[src/hdl/sscb_pkg.sv]
// shared types and constants for the sampled segment box collision core
package sscb_pkg;

  localparam int COORD_W  = 16;
  localparam int POS_W    = 18;
  localparam int LIMIT_W  = 15;
  localparam int ACTIVE_W = 4;
  localparam int INDEX_W  = 3;
  localparam int STEP_W   = 4;

  localparam logic [LIMIT_W-1:0]  LIMIT_RESET  = 15'd2304;
  localparam logic [ACTIVE_W-1:0] ACTIVE_RESET = 4'd0;

  typedef enum logic {
    CMD_QUERY = 1'b0,
    CMD_LOAD  = 1'b1
  } cmd_e;

  typedef enum logic {
    CFG_WORKSPACE_LIMIT = 1'b0,
    CFG_ACTIVE_BOXES    = 1'b1
  } cfg_reg_e;

  typedef enum logic [2:0] {
    ST_IDLE,
    ST_DIV,
    ST_PREP,
    ST_SAMPLE,
    ST_NEXT,
    ST_DONE
  } state_e;

  typedef struct packed {
    logic signed [COORD_W-1:0] left;
    logic signed [COORD_W-1:0] right;
    logic signed [COORD_W-1:0] bottom;
    logic signed [COORD_W-1:0] top;
  } box_t;

  typedef struct packed {
    logic               en;
    logic [INDEX_W-1:0] index;
    box_t               box;
  } box_wr_t;

endpackage

[src/hdl/sscb_div.sv]
// divider of an unsigned value by a fixed constant through a reciprocal multiply
module sscb_div #(
  parameter int NUM_W = 18,
  parameter int DEN   = 100
) (
  input  logic                    clk_i,
  input  logic                    rst_ni,
  input  logic                    start_i,
  input  logic [NUM_W-1:0]        num_i,
  output logic                    busy_o,
  output logic [NUM_W-1:0]        quot_o,
  output logic [$clog2(DEN)-1:0]  rem_o
);
  localparam int REM_W   = $clog2(DEN);
  localparam int SHIFT   = NUM_W + REM_W;
  localparam int RECIP_W = NUM_W + 1;
  localparam int PROD_W  = NUM_W + RECIP_W;
  localparam int QW_W    = PROD_W - SHIFT;
  // rounded-up reciprocal: its excess times any dividend stays below one quotient step
  localparam longint RECIP_L = ((longint'(1) <<< SHIFT) + longint'(DEN) - 1) / longint'(DEN);
  localparam logic [RECIP_W-1:0] RECIP = RECIP_W'(RECIP_L);
  localparam logic [NUM_W-1:0]   DEN_N = NUM_W'(DEN);

  logic              busy_q, busy_d;
  logic              phase_q, phase_d;
  logic [NUM_W-1:0]  num_q, num_d;
  logic [NUM_W-1:0]  quot_q, quot_d;
  logic [REM_W-1:0]  rem_q, rem_d;
  logic [PROD_W-1:0] prod;
  logic [QW_W-1:0]   quot_w;
  logic [NUM_W-1:0]  back;

  assign prod   = PROD_W'(num_q) * PROD_W'(RECIP);
  assign quot_w = prod[PROD_W-1:SHIFT];
  assign back   = quot_q * DEN_N;

  // the quotient is registered first, then the remainder is formed from the registered quotient
  always_comb begin
    busy_d  = busy_q;
    phase_d = phase_q;
    num_d   = num_q;
    quot_d  = quot_q;
    rem_d   = rem_q;
    if (start_i) begin
      busy_d  = 1'b1;
      phase_d = 1'b0;
      num_d   = num_i;
    end else if (busy_q) begin
      if (!phase_q) begin
        quot_d  = NUM_W'(quot_w);
        phase_d = 1'b1;
      end else begin
        rem_d   = REM_W'(num_q - back);
        busy_d  = 1'b0;
        phase_d = 1'b0;
      end
    end
  end

  always_ff @(posedge clk_i or negedge rst_ni) begin
    if (!rst_ni) begin
      busy_q  <= 1'b0;
      phase_q <= 1'b0;
    end else begin
      busy_q  <= busy_d;
      phase_q <= phase_d;
    end
  end

  always_ff @(posedge clk_i) begin
    num_q  <= num_d;
    quot_q <= quot_d;
    rem_q  <= rem_d;
  end

  assign busy_o = busy_q;
  assign quot_o = quot_q;
  assign rem_o  = rem_q;

endmodule

[src/hdl/sscb_box_check.sv]
// obstacle box table and point test against all active boxes and the workspace limit
module sscb_box_check #(
  parameter int MAX_BOXES = 8
) (
  input  logic                                  clk_i,
  input  sscb_pkg::box_wr_t                     box_wr_i,
  input  logic [sscb_pkg::ACTIVE_W-1:0]         active_boxes_i,
  input  logic [sscb_pkg::LIMIT_W-1:0]          workspace_limit_i,
  input  logic signed [sscb_pkg::POS_W-1:0]     point_x_i,
  input  logic signed [sscb_pkg::POS_W-1:0]     point_y_i,
  output logic                                  hit_o
);
  import sscb_pkg::*;

  box_t                   box_q [MAX_BOXES];
  logic [MAX_BOXES-1:0]   box_hit;
  logic signed [POS_W-1:0] lim_pos;
  logic signed [POS_W-1:0] lim_neg;
  logic                   lim_hit;

  for (genvar k = 0; k < MAX_BOXES; k++) begin : g_box
    always_ff @(posedge clk_i) begin
      if (box_wr_i.en && (32'(box_wr_i.index) == k)) begin
        box_q[k] <= box_wr_i.box;
      end
    end

    // edges inclusive; an inverted box never matches
    assign box_hit[k] = (32'(active_boxes_i) > k)
                     && ($signed(box_q[k].left)   <= point_x_i)
                     && ($signed(box_q[k].right)  >= point_x_i)
                     && ($signed(box_q[k].bottom) <= point_y_i)
                     && ($signed(box_q[k].top)    >= point_y_i);
  end

  assign lim_pos = POS_W'(workspace_limit_i);
  assign lim_neg = -lim_pos;
  assign lim_hit = (point_x_i <= lim_neg) || (point_x_i >= lim_pos)
                || (point_y_i <= lim_neg) || (point_y_i >= lim_pos);

  assign hit_o = (|box_hit) || lim_hit;

endmodule

[src/hdl/sampled_segment_box_collision_core.sv]
// sampled segment versus obstacle box collision core, top level
// load beat: written in the cycle it is accepted, no result; one beat per cycle while idle
// query: the two parallel divisions, then the prep steps that scale the step, then the
// sample points of each pass with a step down between passes, a pass ending at its first
// hit; the result beat waits out any output stall
// reset clears the sequencer, the output valid and the config registers; the box table is not reset
module sampled_segment_box_collision_core #(
  parameter int MAX_BOXES    = 8,
  parameter int SAMPLE_STEPS = 10
) (
  input  logic                                 clk_i,
  input  logic                                 rst_ni,
  input  logic                                 cfg_valid_i,
  output logic                                 cfg_ready_o,
  input  logic                                 cfg_index_i,
  input  logic [sscb_pkg::LIMIT_W-1:0]         cfg_data_i,
  input  logic                                 in_valid_i,
  output logic                                 in_ready_o,
  input  logic                                 cmd_i,
  input  logic [sscb_pkg::INDEX_W-1:0]         box_index_i,
  input  logic signed [sscb_pkg::COORD_W-1:0]  box_left_i,
  input  logic signed [sscb_pkg::COORD_W-1:0]  box_right_i,
  input  logic signed [sscb_pkg::COORD_W-1:0]  box_bottom_i,
  input  logic signed [sscb_pkg::COORD_W-1:0]  box_top_i,
  input  logic signed [sscb_pkg::COORD_W-1:0]  start_x_i,
  input  logic signed [sscb_pkg::COORD_W-1:0]  start_y_i,
  input  logic signed [sscb_pkg::COORD_W-1:0]  end_x_i,
  input  logic signed [sscb_pkg::COORD_W-1:0]  end_y_i,
  output logic                                 out_valid_o,
  input  logic                                 out_ready_i,
  output logic                                 path_blocked_o,
  output logic                                 clear_found_o,
  output logic [sscb_pkg::STEP_W-1:0]          reach_step_o,
  output logic signed [sscb_pkg::COORD_W-1:0]  reach_x_o,
  output logic signed [sscb_pkg::COORD_W-1:0]  reach_y_o
);
  import sscb_pkg::*;

  localparam int DEN   = SAMPLE_STEPS * SAMPLE_STEPS;
  localparam int REM_W = $clog2(DEN);
  localparam int CNT_W = $clog2(SAMPLE_STEPS + 1);
  localparam int OFS_C = (65536 + DEN - 1) / DEN;
  localparam int NUM_W = $clog2(65536 + OFS_C * DEN);
  localparam logic [REM_W:0]   DEN_V  = (REM_W+1)'(DEN);
  localparam logic [CNT_W-1:0] LAST_J = CNT_W'(SAMPLE_STEPS - 1);
  localparam logic [CNT_W-1:0] FULL_I = CNT_W'(SAMPLE_STEPS);

  // value held as q + r/DEN with 0 <= r < DEN
  typedef struct packed {
    logic signed [POS_W-1:0] q;
    logic [REM_W-1:0]        r;
  } nval_t;

  function automatic nval_t nadd(input nval_t x, input nval_t y, input logic sub);
    logic [REM_W:0]          rs;
    logic signed [POS_W-1:0] qs;
    logic                    adj;
    nval_t                   res;
    if (sub) begin
      rs  = {1'b0, x.r} - {1'b0, y.r};
      adj = rs[REM_W];
      qs  = x.q - y.q - POS_W'(adj);
      if (adj) begin
        rs = rs + DEN_V;
      end
    end else begin
      rs  = {1'b0, x.r} + {1'b0, y.r};
      adj = (rs >= DEN_V);
      qs  = x.q + y.q + POS_W'(adj);
      if (adj) begin
        rs = rs - DEN_V;
      end
    end
    res.q = qs;
    res.r = rs[REM_W-1:0];
    return res;
  endfunction

  state_e                  state_q, state_d;
  logic [LIMIT_W-1:0]      limit_q, limit_d;
  logic [ACTIVE_W-1:0]     active_q, active_d;
  logic [CNT_W-1:0]        i_q, i_d;
  logic [CNT_W-1:0]        j_q, j_d;
  logic signed [COORD_W-1:0] start_q [2];
  logic signed [COORD_W-1:0] start_d [2];
  nval_t                   a_q [2];
  nval_t                   a_d [2];
  nval_t                   pos_q [2];
  nval_t                   pos_d [2];
  nval_t                   d_w [2];
  nval_t                   op_a [2];
  nval_t                   op_b [2];
  nval_t                   sum_w [2];
  logic signed [COORD_W-1:0] in_start [2];
  logic signed [COORD_W-1:0] in_end [2];
  logic [NUM_W-1:0]        div_num [2];
  logic [NUM_W-1:0]        div_quot [2];
  logic [REM_W-1:0]        div_rem [2];
  logic [1:0]              div_busy;
  logic                    in_fire, query_fire, out_free, hit;
  box_wr_t                 box_wr;

  logic                    blocked_q, blocked_d;
  logic                    found_q, found_d;
  logic [STEP_W-1:0]       step_q, step_d;
  logic signed [COORD_W-1:0] rx_q, rx_d, ry_q, ry_d;

  logic                    out_valid_q, out_valid_d;
  logic                    out_blocked_q, out_blocked_d;
  logic                    out_found_q, out_found_d;
  logic [STEP_W-1:0]       out_step_q, out_step_d;
  logic signed [COORD_W-1:0] out_x_q, out_x_d, out_y_q, out_y_d;

  assign in_ready_o  = (state_q == ST_IDLE);
  assign cfg_ready_o = 1'b1;
  assign in_fire     = in_valid_i && in_ready_o;
  assign query_fire  = in_fire && (cmd_e'(cmd_i) == CMD_QUERY);
  assign out_free    = !out_valid_q || out_ready_i;

  assign in_start[0] = start_x_i;
  assign in_start[1] = start_y_i;
  assign in_end[0]   = end_x_i;
  assign in_end[1]   = end_y_i;

  // offset keeps the dividend positive so floor division needs no sign fix-up
  for (genvar l = 0; l < 2; l++) begin : g_lane
    assign div_num[l] = NUM_W'(32'(in_end[l]) - 32'(in_start[l]) + OFS_C * DEN);

    sscb_div #(
      .NUM_W (NUM_W),
      .DEN   (DEN)
    ) u_div (
      .clk_i   (clk_i),
      .rst_ni  (rst_ni),
      .start_i (query_fire),
      .num_i   (div_num[l]),
      .busy_o  (div_busy[l]),
      .quot_o  (div_quot[l]),
      .rem_o   (div_rem[l])
    );

    assign d_w[l].q = POS_W'(div_quot[l]) - POS_W'(OFS_C);
    assign d_w[l].r = div_rem[l];

    // shared adder: step scaling and step down on a, sample walk on pos
    assign op_a[l]  = (state_q == ST_SAMPLE) ? pos_q[l] : a_q[l];
    assign op_b[l]  = (state_q == ST_SAMPLE) ? a_q[l] : d_w[l];
    assign sum_w[l] = nadd(op_a[l], op_b[l], (state_q == ST_NEXT));
  end

  assign box_wr.en         = in_fire && (cmd_e'(cmd_i) == CMD_LOAD);
  assign box_wr.index      = box_index_i;
  assign box_wr.box.left   = box_left_i;
  assign box_wr.box.right  = box_right_i;
  assign box_wr.box.bottom = box_bottom_i;
  assign box_wr.box.top    = box_top_i;

  sscb_box_check #(
    .MAX_BOXES (MAX_BOXES)
  ) u_box_check (
    .clk_i             (clk_i),
    .box_wr_i          (box_wr),
    .active_boxes_i    (active_q),
    .workspace_limit_i (limit_q),
    .point_x_i         (sum_w[0].q),
    .point_y_i         (sum_w[1].q),
    .hit_o             (hit)
  );

  always_comb begin
    limit_d  = limit_q;
    active_d = active_q;
    if (cfg_valid_i) begin
      case (cfg_reg_e'(cfg_index_i))
        CFG_WORKSPACE_LIMIT: limit_d  = cfg_data_i;
        CFG_ACTIVE_BOXES:    active_d = cfg_data_i[ACTIVE_W-1:0];
        default:             limit_d  = limit_q;
      endcase
    end
  end

  always_comb begin
    state_d = state_q;
    case (state_q)
      ST_IDLE: begin
        if (query_fire) begin
          state_d = ST_DIV;
        end
      end
      ST_DIV: begin
        if (div_busy == '0) begin
          state_d = ST_PREP;
        end
      end
      ST_PREP: begin
        if (j_q == LAST_J) begin
          state_d = ST_SAMPLE;
        end
      end
      ST_SAMPLE: begin
        if (hit) begin
          state_d = (i_q == '0) ? ST_DONE : ST_NEXT;
        end else if (j_q == LAST_J) begin
          state_d = (i_q == FULL_I) ? ST_NEXT : ST_DONE;
        end
      end
      ST_NEXT: state_d = ST_SAMPLE;
      ST_DONE: begin
        if (out_free) begin
          state_d = ST_IDLE;
        end
      end
      default: state_d = ST_IDLE;
    endcase
  end

  always_comb begin
    i_d       = i_q;
    j_d       = j_q;
    start_d   = start_q;
    a_d       = a_q;
    pos_d     = pos_q;
    blocked_d = blocked_q;
    found_d   = found_q;
    step_d    = step_q;
    rx_d      = rx_q;
    ry_d      = ry_q;
    out_valid_d   = out_valid_q && !out_ready_i;
    out_blocked_d = out_blocked_q;
    out_found_d   = out_found_q;
    out_step_d    = out_step_q;
    out_x_d       = out_x_q;
    out_y_d       = out_y_q;
    case (state_q)
      ST_IDLE: begin
        if (query_fire) begin
          start_d = in_start;
          j_d     = '0;
          a_d[0]  = '0;
          a_d[1]  = '0;
        end
      end
      ST_PREP: begin
        // a becomes SAMPLE_STEPS times the divided difference, the per-step increment
        a_d = sum_w;
        j_d = j_q + CNT_W'(1);
        if (j_q == LAST_J) begin
          j_d = '0;
          i_d = FULL_I;
          for (int l = 0; l < 2; l++) begin
            pos_d[l].q = POS_W'(start_q[l]);
            pos_d[l].r = '0;
          end
        end
      end
      ST_SAMPLE: begin
        pos_d = sum_w;
        j_d   = j_q + CNT_W'(1);
        if (hit) begin
          if (i_q == FULL_I) begin
            blocked_d = 1'b1;
          end
          if (i_q == '0) begin
            found_d = 1'b0;
            step_d  = '0;
            rx_d    = start_q[0];
            ry_d    = start_q[1];
          end
        end else if (j_q == LAST_J) begin
          if (i_q == FULL_I) begin
            blocked_d = 1'b0;
          end else begin
            // last sample of a pass lies exactly on the step point
            found_d = 1'b1;
            step_d  = STEP_W'(i_q);
            rx_d    = sum_w[0].q[COORD_W-1:0];
            ry_d    = sum_w[1].q[COORD_W-1:0];
          end
        end
      end
      ST_NEXT: begin
        a_d = sum_w;
        i_d = i_q - CNT_W'(1);
        j_d = '0;
        for (int l = 0; l < 2; l++) begin
          pos_d[l].q = POS_W'(start_q[l]);
          pos_d[l].r = '0;
        end
      end
      ST_DONE: begin
        if (out_free) begin
          out_valid_d   = 1'b1;
          out_blocked_d = blocked_q;
          out_found_d   = found_q;
          out_step_d    = step_q;
          out_x_d       = rx_q;
          out_y_d       = ry_q;
        end
      end
      default: begin
        j_d = j_q;
      end
    endcase
  end

  always_ff @(posedge clk_i or negedge rst_ni) begin
    if (!rst_ni) begin
      state_q     <= ST_IDLE;
      limit_q     <= LIMIT_RESET;
      active_q    <= ACTIVE_RESET;
      i_q         <= '0;
      j_q         <= '0;
      out_valid_q <= 1'b0;
    end else begin
      state_q     <= state_d;
      limit_q     <= limit_d;
      active_q    <= active_d;
      i_q         <= i_d;
      j_q         <= j_d;
      out_valid_q <= out_valid_d;
    end
  end

  always_ff @(posedge clk_i) begin
    start_q       <= start_d;
    a_q           <= a_d;
    pos_q         <= pos_d;
    blocked_q     <= blocked_d;
    found_q       <= found_d;
    step_q        <= step_d;
    rx_q          <= rx_d;
    ry_q          <= ry_d;
    out_blocked_q <= out_blocked_d;
    out_found_q   <= out_found_d;
    out_step_q    <= out_step_d;
    out_x_q       <= out_x_d;
    out_y_q       <= out_y_d;
  end

  assign out_valid_o    = out_valid_q;
  assign path_blocked_o = out_blocked_q;
  assign clear_found_o  = out_found_q;
  assign reach_step_o   = out_step_q;
  assign reach_x_o      = out_x_q;
  assign reach_y_o      = out_y_q;

endmodule
[config.mk]
export PLATFORM = sky130hd
export DESIGN_NAME = sampled_segment_box_collision_core
export DESIGN_NICKNAME = d
export VERILOG_FILES = /design/src/hdl/sscb_pkg.sv /design/src/hdl/sscb_div.sv /design/src/hdl/sscb_box_check.sv /design/src/hdl/sampled_segment_box_collision_core.sv
export SDC_FILE = /design/constraint.sdc
export NUM_CORES = 2
export LEC_CHECK = 0
export BUFFER_PORTS_ARGS = -buffer_cell sky130_fd_sc_hd__buf_2
export CORE_AREA = 4 4 456 458
export CTS_CLUSTER_DIAMETER = 50
export DETAILED_ROUTE_END_ITERATION = 12
export DIE_AREA = 0 0 460 462
export SLEW_MARGIN = 20
export SYNTH_ARGS = -nofsm -noshare
export SYNTH_HDL_FRONTEND = slang
export SYNTH_SLANG_ARGS = --single-unit
export TNS_END_PERCENT = 50
[constraint.sdc]
create_clock -name clk_i -period 13.8 [get_ports clk_i]
set_input_delay 2.76 -clock clk_i [delete_from_list [all_inputs] [get_ports clk_i]]
set_output_delay 2.76 -clock clk_i [all_outputs]
set_load 0.01 [all_outputs]
==> run metrics <==
status completed; Hold Path Depth 0; FILL cells 20291; drt drc 0; cell accounting for the most synthesized area edfxtp_1; vias 42117; final hold vios 0; die height 462 µm; global-route wire length before repair 263000 µm; Yosys Warn Count 0; top cells by area, synth edfxtp_1 39%, ha_1 23%, fa_1 8.3%; most common library cells after synthesis 1101 x ha_1, 794 x edfxtp_1, 725 x inv_1; Mapped Area 0.0610 mm²; setup tns final 0 ns; CP Depth 41; Avg Cell Area, Syn 11.3 µm²; unrepaired setup endpoints after global routing false; flop2flop setup slack 1.91 ns; Distinct cells, synth 89; Final Cycle Share 86.2%; vias per inst 4.97; CP Max Fanout 31; die area 0.213 mm²; vias in the first global route 42368; clock transition at the registers of the reported paths 0.06 ns; Main synth FF type edfxtp_1; type of origin of the critical path flop; EDFF count, synth 794; Setup crit end kind flop; Max Buffers Root-to-Sink 3; CP Class flop to flop; CTS root buf clkbuf_16; flops & latches, synth 829; cts hold-fix bufs 0; total detailed-routing wirelength 175000 µm; post-route minimum period 11.89 ns; CP delay by family, top compound AO/OA/AOI/OAI gates; Post-CTS Setup Repair Bufs 0; CP Buf/Inv Count 4; Hold Crit Class flop to flop; Initial Utilization 29.9%; DRT antenna net count 0; grt total ovfl 0; top-count cell post-synth ha_1; worst skew pair latency 0.73 ns; crit-path most repeated cell a21oi_1; HPWL Detailed 134000 µm; Worst R2R Start state_q[0]; top cell type's share of synthesized area 39.1%; Slew Viols, Final 0; Hold Startpoint step_q[3]; slowest stage cell, crit path o311ai_1; total CTS buffers 95; Async SR Flop Fraction 4.22%; share of layout cells above drive strength 1 8.57%; IO Port Bufs 192; Data required, critical path 14.19 ns; TritonCTS clock tree built; IO Pins 194; H-tree levels 3; Critical Path AT 12.28 ns; sequential area share after synthesis 40.5%; Worst-Margin Slew 1.02 ns; # rows 166; largest net degree at the start of global routing 143; final setup vio count 0; worst reg2reg path depth 41; Core Area 0.204 mm²; nets 7187; GRT Total Usage 16.2%; clk sink count 829; GP Congestion 0.890; maximum capacitance violations 0; Max Fclk 84.1 MHz; worst setup path startpoint state_q[0]; syn_nets 6909; relative slew slack 31.6%; Worst Skew 0.0454 ns; Mapped Cells 5403; PostCTS Resize Cnt 0; starting DRC count in detailed routing 2933; initial antenna violation count 38; die width 460 µm; Largest stage delay, worst path 0.77 ns; DR WL/cell 20.7 µm; First-pass DRT Iterations 6; Synth-to-Final Area Change 13.2%
layout make-up:
class	count	area [µm²]	area share [%]
multi-input combinational	3773	33500	48.5
sequential	829	24700	35.8
tap	2688	3360	4.87
inverter	728	2730	3.96
clock buffer	111	2490	3.61
timing repair buffer	254	1470	2.13
clock inverter	67	781	1.13
antenna	17	42.5	0.0616
per-stage QoR:
stage | utilization (%) | hold WS, ns | cells | instance area [µm²] | setup WS, ns
after floorplan | - | 0.400 | 5403 | 61000 | 2.07
after global placement | 32.2 | 0.411 | 8270 | 65700 | 1.67
after detailed placement | 32.2 | 0.408 | 8270 | 65700 | 1.50
after CTS | 33.8 | 0.421 | 8448 | 69000 | 1.47
after global routing | 33.9 | 0.435 | 8459 | 69000 | 0.913
final | 33.9 | 0.423 | 8467 | 69100 | 1.91
cells in the final DEF (no fill, tap or decap), types with 28 or more instances in the layout:
cell type | synthesis | routed
ha_1 | 1101 | 1101
edfxtp_1 | 794 | 794
inv_1 | 725 | 724
nand2_1 | 385 | 383
a21oi_1 | 315 | 303
fa_1 | 252 | 252
nor2_1 | 252 | 242
o21ai_0 | 220 | 209
buf_2 | 11 | 192
a21o_1 | 166 | 165
xnor2_1 | 155 | 154
clkbuf_16 | 0 | 97
nand4_1 | 88 | 88
nand3_1 | 83 | 83
nor3_1 | 65 | 63
buf_4 | 2 | 59
nand2b_1 | 57 | 56
nor2b_1 | 56 | 55
a211oi_1 | 46 | 46
xor2_1 | 44 | 44
o21a_1 | 41 | 41
o21bai_1 | 38 | 38
dfrtp_1 | 33 | 33
and3_1 | 28 | 28
layer usage:
metal  global-route usage [%]  routed length, µm
met5                        0                 65
met3                     2.14               8040
met2                     27.5              83000
met4                     7.38               8490
met1                     20.7              75800
path summary, 6_finish.rpt:
kind,end
worst max-delay path,step_q[2]
worst min-delay path,reach_step_o[3]
worst max register to register,step_q[2]
worst min register to register,reach_step_o[3]
max in group asynchronous,limit_q[8]
min in group asynchronous,j_q[0]
sequential cells by signal (all words and copies together), names as in the netlist, 14 cells and up:
name / cells
reach_y_o: 16
g_lane.u_div.rem_o: 14
rx_q: 16
limit_q: 15
pos_q: 50
start_q: 32
reach_x_o: 16
u_box_check.box_q: 512
a_q: 50
ry_q: 16
g_lane.u_div.num_q: 36
g_lane.u_div.quot_o: 24
worst register-to-register path, delay by kind of cell, from the launching register on:
family	cells	cell delay (ns)
mux	1	0.30
compound gates	20	5.11
flops	1	0.66
fa+ha+maj	4	1.53
xor+xnor	2	0.52
buf+inv	4	0.76
simple gates	10	2.70
kinds of logic after synthesis:
logic type                 Yosys count  synth area share, %
adders and majority gates         1376                 31.2
and+or+nand+nor                   1116                 8.70
AOI/OAI and AO/OA                 1040                 11.0
DFF                                829                 40.5
buffers and inverters              801                 5.00
xor gates and xnor gates           199                 2.86
muxes                               41                0.693
other                                1              0.00615
Power is left out: the tool's default activity adds up to more than one toggle a clock period on the data nets, which glitch-free logic cannot reach.
